[src/sv/tdfs_pkg.sv]
// shared types, codes and constants of the table driven sequencer
package tdfs_pkg;

    // fixed field widths
    localparam int ST_W    = 4;
    localparam int ID_W    = 4;
    localparam int CLIP_W  = 8;
    localparam int TICK_W  = 16;
    localparam int FLAG_W  = 16;
    localparam int OP_W    = 2;
    localparam int SLOT_W  = 2;
    localparam int CFG_W   = 16;
    localparam int CFG_IDX_W = 1;

    // table entry widths
    localparam int TRIG_E_W = ID_W + ST_W;
    localparam int ACT_E_W  = ID_W + CLIP_W;

    // results per item
    localparam int OUT_MAX = 4;
    localparam int NRES_W  = $clog2(OUT_MAX + 1);

    // register reset values
    localparam logic [ST_W-1:0]   INITIAL_STATE_RST = '0;
    localparam logic [TICK_W-1:0] SCAN_INTERVAL_RST = 16'd100;

    // parameter defaults
    localparam int NUM_STATES_DEF   = 16;
    localparam int TRIG_SLOTS_DEF   = 4;
    localparam int ACT_SLOTS_DEF    = 4;
    localparam int NUM_TRIG_IDS_DEF = 16;
    localparam int NUM_ACT_IDS_DEF  = 16;

    // item operations
    typedef enum logic [OP_W-1:0] {
        OP_TICK     = 2'd0,
        OP_START    = 2'd1,
        OP_WR_TRIG  = 2'd2,
        OP_WR_ACT   = 2'd3
    } op_t;

    // configuration register indexes
    typedef enum logic [CFG_IDX_W-1:0] {
        CFG_INITIAL_STATE = 1'b0,
        CFG_SCAN_INTERVAL = 1'b1
    } cfg_idx_t;

    // sequencer states
    typedef enum logic [2:0] {
        SEQ_IDLE,
        SEQ_TRIG_RD,
        SEQ_TRIG_CHK,
        SEQ_ACT_RD,
        SEQ_ACT_CHK,
        SEQ_FINISH
    } seq_t;

endpackage

[src/sv/tdfs_table.sv]
// one table memory: single write port, registered read, per-entry valid bits
module tdfs_table
    import tdfs_pkg::*;
#(
    parameter int WIDTH = TRIG_E_W,
    parameter int DEPTH = NUM_STATES_DEF * TRIG_SLOTS_DEF,
    localparam int AW   = (DEPTH > 1) ? $clog2(DEPTH) : 1
)
(
    input  logic             clk,
    input  logic             rst_n,
    input  logic             wr_en,
    input  logic [AW-1:0]    wr_addr,
    input  logic [WIDTH-1:0] wr_data,
    input  logic [AW-1:0]    rd_addr,
    output logic [WIDTH-1:0] rd_data
);

    logic [WIDTH-1:0] mem [DEPTH];
    logic [DEPTH-1:0] vld_reg;
    logic [WIDTH-1:0] rdata_reg;
    logic             rvalid_reg;

    // storage array and registered read
    always_ff @(posedge clk)
    begin
        if (wr_en)
        begin
            mem[wr_addr] <= wr_data;
        end
        rdata_reg <= mem[rd_addr];
    end

    // entry valid bits, cleared at reset so unwritten entries read as zero
    always_ff @(posedge clk or negedge rst_n)
    begin
        if (!rst_n)
        begin
            vld_reg    <= '0;
            rvalid_reg <= 1'b0;
        end
        else
        begin
            if (wr_en)
            begin
                vld_reg[wr_addr] <= 1'b1;
            end
            rvalid_reg <= vld_reg[rd_addr];
        end
    end

    assign rd_data = rvalid_reg ? rdata_reg : '0;

endmodule

[src/sv/table_driven_fsm_sequencer_top.sv]
// Table driven state machine sequencer: software loads per-state trigger and action lists,
// then start and tick items walk the machine. Each item is taken alone: in_stall stays high
// from acceptance until the item's last result has been handed to the output register.
// Writes and ticks that do not scan go straight to the closing result. A scan reads the trigger
// table slot by slot, each slot in a read state and then a check state (the table has one read
// port with a registered read), then the new state's action list slot by slot in the same way,
// then gives the closing result; out_stall can hold results back and so stall the walk. At most
// four results carry actions; the final result of each item has last_result set, and an item
// that emits no action gives one result with action_valid low.
module table_driven_fsm_sequencer_top
    import tdfs_pkg::*;
#(
    parameter int NUM_STATES   = NUM_STATES_DEF,
    parameter int TRIG_SLOTS   = TRIG_SLOTS_DEF,
    parameter int ACT_SLOTS    = ACT_SLOTS_DEF,
    parameter int NUM_TRIG_IDS = NUM_TRIG_IDS_DEF,
    parameter int NUM_ACT_IDS  = NUM_ACT_IDS_DEF
)
(
    input  logic                 clk,
    input  logic                 rst_n,
    // configuration
    input  logic                 cfg_we,
    input  logic [CFG_IDX_W-1:0] cfg_index,
    input  logic [CFG_W-1:0]     cfg_data,
    // input items
    input  logic                 in_valid,
    output logic                 in_stall,
    input  logic [OP_W-1:0]      operation,
    input  logic [FLAG_W-1:0]    trigger_flags,
    input  logic [ST_W-1:0]      table_state,
    input  logic [SLOT_W-1:0]    table_slot,
    input  logic [ID_W-1:0]      entry_id,
    input  logic [ST_W-1:0]      entry_next_state,
    input  logic [CLIP_W-1:0]    entry_clip,
    // result items
    output logic                 out_valid,
    input  logic                 out_stall,
    output logic                 action_valid,
    output logic [ID_W-1:0]      action_code,
    output logic [CLIP_W-1:0]    clip_number,
    output logic [ST_W-1:0]      present_state,
    output logic                 last_result
);

    localparam int TDEPTH = NUM_STATES * TRIG_SLOTS;
    localparam int ADEPTH = NUM_STATES * ACT_SLOTS;
    localparam int TA_W   = (TDEPTH > 1) ? $clog2(TDEPTH) : 1;
    localparam int AA_W   = (ADEPTH > 1) ? $clog2(ADEPTH) : 1;
    localparam int TC_W   = (TRIG_SLOTS > 1) ? $clog2(TRIG_SLOTS) : 1;
    localparam int AC_W   = (ACT_SLOTS > 1) ? $clog2(ACT_SLOTS) : 1;

    // configuration registers
    logic [ST_W-1:0]   init_state_reg, init_state_next;
    logic [TICK_W-1:0] scan_int_reg,   scan_int_next;

    // control state
    seq_t              seq_reg,       seq_next;
    logic [ST_W-1:0]   cur_state_reg, cur_state_next;
    logic [TICK_W-1:0] ticks_reg,     ticks_next;
    logic [TC_W-1:0]   tcnt_reg,      tcnt_next;
    logic [AC_W-1:0]   acnt_reg,      acnt_next;
    logic [NRES_W-1:0] nres_reg,      nres_next;
    logic              pend_vld_reg,  pend_vld_next;
    logic              out_vld_reg,   out_vld_next;

    // payload registers
    logic [FLAG_W-1:0] flags_reg,     flags_next;
    logic [ID_W-1:0]   pend_code_reg, pend_code_next;
    logic [CLIP_W-1:0] pend_clip_reg, pend_clip_next;
    logic              o_act_reg,     o_act_next;
    logic [ID_W-1:0]   o_code_reg,    o_code_next;
    logic [CLIP_W-1:0] o_clip_reg,    o_clip_next;
    logic [ST_W-1:0]   o_state_reg,   o_state_next;
    logic              o_last_reg,    o_last_next;

    // table ports
    logic                tw_en, aw_en;
    logic [TA_W-1:0]     tw_addr, tr_addr;
    logic [AA_W-1:0]     aw_addr, ar_addr;
    logic [TRIG_E_W-1:0] t_entry;
    logic [ACT_E_W-1:0]  a_entry;

    // handshake and decode
    logic              in_acc, out_acc, out_free;
    op_t               op;
    logic [TICK_W-1:0] ticks_inc;
    logic              scan_hit;
    logic [ID_W-1:0]   t_id, a_id;
    logic [ST_W-1:0]   t_nxt;
    logic [CLIP_W-1:0] a_clip;
    logic              take;
    logic              push;
    logic              push_act;
    logic [ID_W-1:0]   push_code;
    logic [CLIP_W-1:0] push_clip;
    logic              push_last;

    assign in_stall = (seq_reg != SEQ_IDLE);
    assign in_acc   = in_valid && !in_stall;
    assign out_acc  = out_vld_reg && !out_stall;
    assign out_free = !out_vld_reg || !out_stall;
    assign op       = op_t'(operation);

    // table write addressing, out-of-range writes dropped
    assign tw_addr = TA_W'(32'(table_state) * TRIG_SLOTS + 32'(table_slot));
    assign aw_addr = AA_W'(32'(table_state) * ACT_SLOTS + 32'(table_slot));
    assign tw_en   = in_acc && (op == OP_WR_TRIG) && (32'(table_state) < NUM_STATES)
                     && (32'(table_slot) < TRIG_SLOTS);
    assign aw_en   = in_acc && (op == OP_WR_ACT) && (32'(table_state) < NUM_STATES)
                     && (32'(table_slot) < ACT_SLOTS);

    // table read addressing follows the slot counters
    assign tr_addr = TA_W'(32'(cur_state_reg) * TRIG_SLOTS + 32'(tcnt_reg));
    assign ar_addr = AA_W'(32'(cur_state_reg) * ACT_SLOTS + 32'(acnt_reg));

    tdfs_table #(
        .WIDTH (TRIG_E_W),
        .DEPTH (TDEPTH)
    ) u_trig_table (
        .clk     (clk),
        .rst_n   (rst_n),
        .wr_en   (tw_en),
        .wr_addr (tw_addr),
        .wr_data ({entry_next_state, entry_id}),
        .rd_addr (tr_addr),
        .rd_data (t_entry)
    );

    tdfs_table #(
        .WIDTH (ACT_E_W),
        .DEPTH (ADEPTH)
    ) u_act_table (
        .clk     (clk),
        .rst_n   (rst_n),
        .wr_en   (aw_en),
        .wr_addr (aw_addr),
        .wr_data ({entry_clip, entry_id}),
        .rd_addr (ar_addr),
        .rd_data (a_entry)
    );

    // entry fields
    assign t_id   = t_entry[ID_W-1:0];
    assign t_nxt  = t_entry[TRIG_E_W-1:ID_W];
    assign a_id   = a_entry[ID_W-1:0];
    assign a_clip = a_entry[ACT_E_W-1:ID_W];

    // saturating tick count and scan decision
    assign ticks_inc = (ticks_reg == '1) ? ticks_reg : ticks_reg + 1'b1;
    assign scan_hit  = (ticks_inc >= scan_int_reg);

    // configuration writes
    always_comb
    begin
        init_state_next = init_state_reg;
        scan_int_next   = scan_int_reg;
        if (cfg_we)
        begin
            case (cfg_idx_t'(cfg_index))
                CFG_INITIAL_STATE: init_state_next = cfg_data[ST_W-1:0];
                CFG_SCAN_INTERVAL: scan_int_next   = cfg_data[TICK_W-1:0];
                default:           init_state_next = init_state_reg;
            endcase
        end
    end

    // sequencer next state and result pushes
    always_comb
    begin
        seq_next       = seq_reg;
        cur_state_next = cur_state_reg;
        ticks_next     = ticks_reg;
        tcnt_next      = tcnt_reg;
        acnt_next      = acnt_reg;
        nres_next      = nres_reg;
        pend_vld_next  = pend_vld_reg;
        pend_code_next = pend_code_reg;
        pend_clip_next = pend_clip_reg;
        flags_next     = flags_reg;
        take           = 1'b0;
        push           = 1'b0;
        push_act       = 1'b0;
        push_code      = '0;
        push_clip      = '0;
        push_last      = 1'b0;

        case (seq_reg)
            SEQ_IDLE:
            begin
                if (in_acc)
                begin
                    flags_next    = trigger_flags;
                    tcnt_next     = '0;
                    acnt_next     = '0;
                    nres_next     = '0;
                    pend_vld_next = 1'b0;
                    seq_next      = SEQ_FINISH;
                    case (op)
                        OP_START:
                        begin
                            cur_state_next = init_state_reg;
                            if (32'(init_state_reg) < NUM_STATES)
                            begin
                                seq_next = SEQ_ACT_RD;
                            end
                        end
                        OP_TICK:
                        begin
                            ticks_next = ticks_inc;
                            if (scan_hit)
                            begin
                                ticks_next = '0;
                                if (32'(cur_state_reg) < NUM_STATES)
                                begin
                                    seq_next = SEQ_TRIG_RD;
                                end
                            end
                        end
                        default:
                        begin
                            seq_next = SEQ_FINISH;
                        end
                    endcase
                end
            end

            SEQ_TRIG_RD:
            begin
                seq_next = SEQ_TRIG_CHK;
            end

            // first fired trigger in slot order wins
            SEQ_TRIG_CHK:
            begin
                if (t_id == '0)
                begin
                    seq_next = SEQ_FINISH;
                end
                else if ((32'(t_id) < NUM_TRIG_IDS) && flags_reg[t_id])
                begin
                    cur_state_next = t_nxt;
                    acnt_next      = '0;
                    seq_next       = (32'(t_nxt) < NUM_STATES) ? SEQ_ACT_RD : SEQ_FINISH;
                end
                else if (tcnt_reg == TC_W'(TRIG_SLOTS - 1))
                begin
                    seq_next = SEQ_FINISH;
                end
                else
                begin
                    tcnt_next = tcnt_reg + 1'b1;
                    seq_next  = SEQ_TRIG_RD;
                end
            end

            SEQ_ACT_RD:
            begin
                seq_next = SEQ_ACT_CHK;
            end

            // one action held back so the final one can be marked last
            SEQ_ACT_CHK:
            begin
                if (a_id == '0)
                begin
                    seq_next = SEQ_FINISH;
                end
                else
                begin
                    take = (32'(a_id) < NUM_ACT_IDS) && (nres_reg < NRES_W'(OUT_MAX));
                    if (!(take && pend_vld_reg && !out_free))
                    begin
                        if (take)
                        begin
                            if (pend_vld_reg)
                            begin
                                push      = 1'b1;
                                push_act  = 1'b1;
                                push_code = pend_code_reg;
                                push_clip = pend_clip_reg;
                            end
                            pend_vld_next  = 1'b1;
                            pend_code_next = a_id;
                            pend_clip_next = a_clip;
                            nres_next      = nres_reg + 1'b1;
                        end
                        if (acnt_reg == AC_W'(ACT_SLOTS - 1))
                        begin
                            seq_next = SEQ_FINISH;
                        end
                        else
                        begin
                            acnt_next = acnt_reg + 1'b1;
                            seq_next  = SEQ_ACT_RD;
                        end
                    end
                end
            end

            // closing result: held action or an empty one
            SEQ_FINISH:
            begin
                if (out_free)
                begin
                    push          = 1'b1;
                    push_act      = pend_vld_reg;
                    push_code     = pend_vld_reg ? pend_code_reg : '0;
                    push_clip     = pend_vld_reg ? pend_clip_reg : '0;
                    push_last     = 1'b1;
                    pend_vld_next = 1'b0;
                    seq_next      = SEQ_IDLE;
                end
            end

            default:
            begin
                seq_next = SEQ_IDLE;
            end
        endcase
    end

    // output register
    always_comb
    begin
        out_vld_next = out_vld_reg;
        o_act_next   = o_act_reg;
        o_code_next  = o_code_reg;
        o_clip_next  = o_clip_reg;
        o_state_next = o_state_reg;
        o_last_next  = o_last_reg;
        if (push)
        begin
            out_vld_next = 1'b1;
            o_act_next   = push_act;
            o_code_next  = push_code;
            o_clip_next  = push_clip;
            o_state_next = cur_state_reg;
            o_last_next  = push_last;
        end
        else if (out_acc)
        begin
            out_vld_next = 1'b0;
        end
    end

    // control registers
    always_ff @(posedge clk or negedge rst_n)
    begin
        if (!rst_n)
        begin
            init_state_reg <= INITIAL_STATE_RST;
            scan_int_reg   <= SCAN_INTERVAL_RST;
            seq_reg        <= SEQ_IDLE;
            cur_state_reg  <= '0;
            ticks_reg      <= '0;
            tcnt_reg       <= '0;
            acnt_reg       <= '0;
            nres_reg       <= '0;
            pend_vld_reg   <= 1'b0;
            out_vld_reg    <= 1'b0;
        end
        else
        begin
            init_state_reg <= init_state_next;
            scan_int_reg   <= scan_int_next;
            seq_reg        <= seq_next;
            cur_state_reg  <= cur_state_next;
            ticks_reg      <= ticks_next;
            tcnt_reg       <= tcnt_next;
            acnt_reg       <= acnt_next;
            nres_reg       <= nres_next;
            pend_vld_reg   <= pend_vld_next;
            out_vld_reg    <= out_vld_next;
        end
    end

    // payload registers
    always_ff @(posedge clk)
    begin
        flags_reg     <= flags_next;
        pend_code_reg <= pend_code_next;
        pend_clip_reg <= pend_clip_next;
        o_act_reg     <= o_act_next;
        o_code_reg    <= o_code_next;
        o_clip_reg    <= o_clip_next;
        o_state_reg   <= o_state_next;
        o_last_reg    <= o_last_next;
    end

    assign out_valid     = out_vld_reg;
    assign action_valid  = o_act_reg;
    assign action_code   = o_code_reg;
    assign clip_number   = o_clip_reg;
    assign present_state = o_state_reg;
    assign last_result   = o_last_reg;

endmodule

[config.mk]
export PLATFORM = sky130hd
export DESIGN_NAME = table_driven_fsm_sequencer_top
export DESIGN_NICKNAME = d
export VERILOG_FILES = /design/src/sv/tdfs_pkg.sv /design/src/sv/tdfs_table.sv /design/src/sv/table_driven_fsm_sequencer_top.sv
export SDC_FILE = /design/constraint.sdc
export NUM_CORES = 2
export LEC_CHECK = 0
export BUFFER_PORTS_ARGS = -buffer_cell sky130_fd_sc_hd__buf_4
export CAP_MARGIN = 40
export CORE_ASPECT_RATIO = 1.2
export CORE_MARGIN = 2
export CORE_UTILIZATION = 40
export DETAILED_ROUTE_END_ITERATION = 16
export GPL_TIMING_DRIVEN = 0
export PLACE_DENSITY = 0.58
export SYNTH_ARGS = -nofsm -noshare
export SYNTH_HDL_FRONTEND = slang
export SYNTH_SLANG_ARGS = --single-unit
[constraint.sdc]
create_clock -name clk -period 3.5 [get_ports clk]
set_input_delay 0.525 -clock clk [delete_from_list [all_inputs] [get_ports clk]]
set_output_delay 0.525 -clock clk [all_outputs]
set_load 0.1 [all_outputs]
==> impl_metrics.ini <==
[outcome]
status = completed

[logic_synthesis]
syn-num-nets = 2929
synthesis.area_um2 = 59800
syn_area_per_cell_um2 = 21.0
synth_top_area_share_pct = 66.6
ys_seq_elements = 1528
synth_top_area_cell = edfxtp_1
ys_warn_count = 0
synth-seq-area-share_pct = 74.9
ys_types = 68
synth_edf_count = 1326
async_flop_share_pct = 11.9
synth-main-ff-cell = edfxtp_1
netlist_instances = 2847
netlist_top_cells_area = edfxtp_1 (67%), mux4_2 (16%), dfrtp_1 (7.5%)

[grt]
grt_usage_pct = 20.6
busiest_layer = met2
grt_max_degree = 98
overflow = 0
use_met3_pct = 3.40
grt_first_pass_wirelength_um = 223000
antenna_found_initial = 4
use_met1_pct = 26.1
grt_pass1_vias = 31154
grtUsageMet2_pct = 36.2

[floorplanning]
coreArea_um2 = 149000
ios = 82
die_w_um = 357
num_rows = 155
dieHeight_um = 428
initial_core_util_pct = 40.3
dieArea_um2 = 153000

[cts]
cts_root_buffer = clkbuf_16
clock_latency_ps = 780
cts_sinks = 1528
h-tree-depth = 4
cts_buffer_depth = 3
numCtsBuffers = 143
tritoncts = done
path_clk_slew_ps = 60

[setup_path]
worstPathArrival_ps = 4090
required_ps = 4120
startpoint_type = register
path_cells = clkbuf_1 > buf_4 > buf_2 > mux4_2 > mux4_2 > o22ai_1 > nor2_1
path_buf_inv = 3
path_max_fanout = 10
crit_path_top_delay_cell = mux4_2
path_delay_family = multiplexers
critPathCaptureType = register
slowest_delay_ps = 590
cpMostUsedCell = mux4_2
worstSetupPathType = reg -> reg

[detailed_routing]
finalWirelength_um = 157000
ant_nets = 0
vias_per_cell = 5.68
drc = 0
via_count = 30231
dr.pass1.iters = 6
drtIter0Drc = 3217
wire_per_inst_um = 29.6

[timing]
drv_slew = 0
worstMarginPinSlew_ps = 1030
setup_viol = 0
clock_skew_ps = 21.3
max_slew_margin_pct = 31.3
min_period_ps = 3470
hold_viol_final = 0
clock.fmax_mhz = 288
hold_slack_ps = 68.9
layout_worst_path_cycle_share_pct = 99.2
rsz0062_at_grt = yes

[cells_and_area]
top_register = u_act_table.mem
reg_top3 = u_act_table.mem: 768 flops, u_trig_table.mem: 512 flops
fin_area_um2 = 70100
syn_to_final_growth_pct = 17.2
nets = 3323
largest_register_ffs = 768
final_cell_mix = edfxtp_1 (1,326), mux4_2 (433), dfrtp_1 (170)
drive_gt1_share_pct = 35.5
layout_commonest_cell = edfxtp_1
fillCellCount = 12193

[placement]
hpwl_um = 109000
gp_congestion = 0.863
dpl_cell_area_um2 = 64100
port_buffers = 81

[run]
drv_cap = 0

[worst_hold_path]
hold_class = in -> reg

[pwr]
leakagePower_nw = 23.0
powerDensity_nw_per_um2 = 699
ir_worst_vdd_v = 0.000514
-- cell type report --
class	count	area, um^2	share of cell area (%)
buffer	152	792	1.13
clock inverter	84	940	1.34
multi-input combinational	1142	14800	21.1
sequential	1528	44800	63.9
antenna	1	2.50	0.00357
inverter	22	87.6	0.125
tap	1962	2450	3.50
timing repair buffer	252	2390	3.41
clock buffer	181	3860	5.51
-- kinds of logic (layout without fill, tap and decap cells) --
group	Yosys count	count (layout)	synth area share [%]
flip-flops	1528	1528	74.9
multiplexers	474	474	17.0
buffers and inverters	178	691	1.43
AO/OA/AOI/OAI	192	192	2.32
AND/OR/NAND/NOR	445	446	3.75
adder cells (fa/ha/maj)	20	20	0.418
other	0	1	0
XOR/XNOR	10	10	0.146
-- stage by stage --
step / total power, mW / TNS (ps) / utilization [%] / setup slack [ps] / cells
finish: 49.0 / 0 / 47.2 / 26.3 / 5324
global route: 50.5 / -1030 / 47.2 / -53.2 / 5323
CTS: 49.3 / -4290 / 46.8 / -112 / 5297
detailed placement: 33.4 / -221160 / 43.1 / -736 / 5001
global placement: 32.9 / -707190 / 42.3 / -1150 / 4890
floorplan: 28.5 / 0 / - / 150 / 2847
-- report_power, final --
part           total (mW)  internal [mW]  switching, mW  leakage (nW)
Combinational        12.5           5.29           7.20          6.17
Clock                15.9           9.09           6.79          2.32
Sequential           20.6           20.3          0.311          14.5
-- per-layer routing --
layer / vias to the layer above / share of wire (%)
met3: 247 / 6.1
met4: 4 / 3.3
li1: 12482 / -
met5: - / 0.015
met2: 1187 / 52
met1: 16311 / 39
-- timing repair --
action | 4_1_cts | 5_1_grt
hold buffers | 33 | 0
buffers inserted | 1 | 22
gates cloned | 0 | 1
setup endpoints to repair | 993 | 718
gates resized for setup | 110 | 78
hold endpoints to repair | 118 | 0
pin swaps | 0 | 12
-- final timing paths --
| kind | start | end | slack, ps | cells after the start |
|---|---|---|---|---|
| hold / removal | out_stall | last_result | 70 | 2 |
| setup / recovery | acnt_reg[0] | u_act_table.rdata_reg[2] | 30 | 7 |
| max in group asynchronous | rst_n | u_act_table.vld_reg[22] | 2080 | 3 |
| setup reg to reg | acnt_reg[0] | u_act_table.rdata_reg[2] | 30 | 7 |
| hold reg to reg | u_act_table.vld_reg[60] | u_act_table.vld_reg[60] | 470 | 1 |
| min in group asynchronous | rst_n | ticks_reg[5] | 320 | 2 |
-- cells in the mapped netlist (4+ instances only) --
cell,n
mux2i_1,16
xnor2_1,6
dfxtp_1,20
nand2_2,8
o2111ai_1,9
dfrtp_1,179
nand4_1,13
o21ai_0,16
a21oi_1,14
inv_1,21
mux2_2,25
nor3_1,12
and2_1,27
o22ai_1,29
nand3_1,24
nand4b_1,5
or3_1,6
or3b_2,4
nand2b_1,29
nor3b_1,4
a211oi_1,4
a21o_1,11
nand3b_1,5
o221ai_1,9
edfxtp_1,1326
o211ai_1,5
buf_6,13
clkbuf_1,78
nor2b_1,8
nor2_1,168
xor2_1,4
o21bai_2,4
buf_4,9
o21bai_1,62
buf_1,11
or2_2,67
nand2_1,55
buf_2,45
mux4_2,433
ha_1,20
a31oi_1,5
Power figures use the tool's default switching activity.
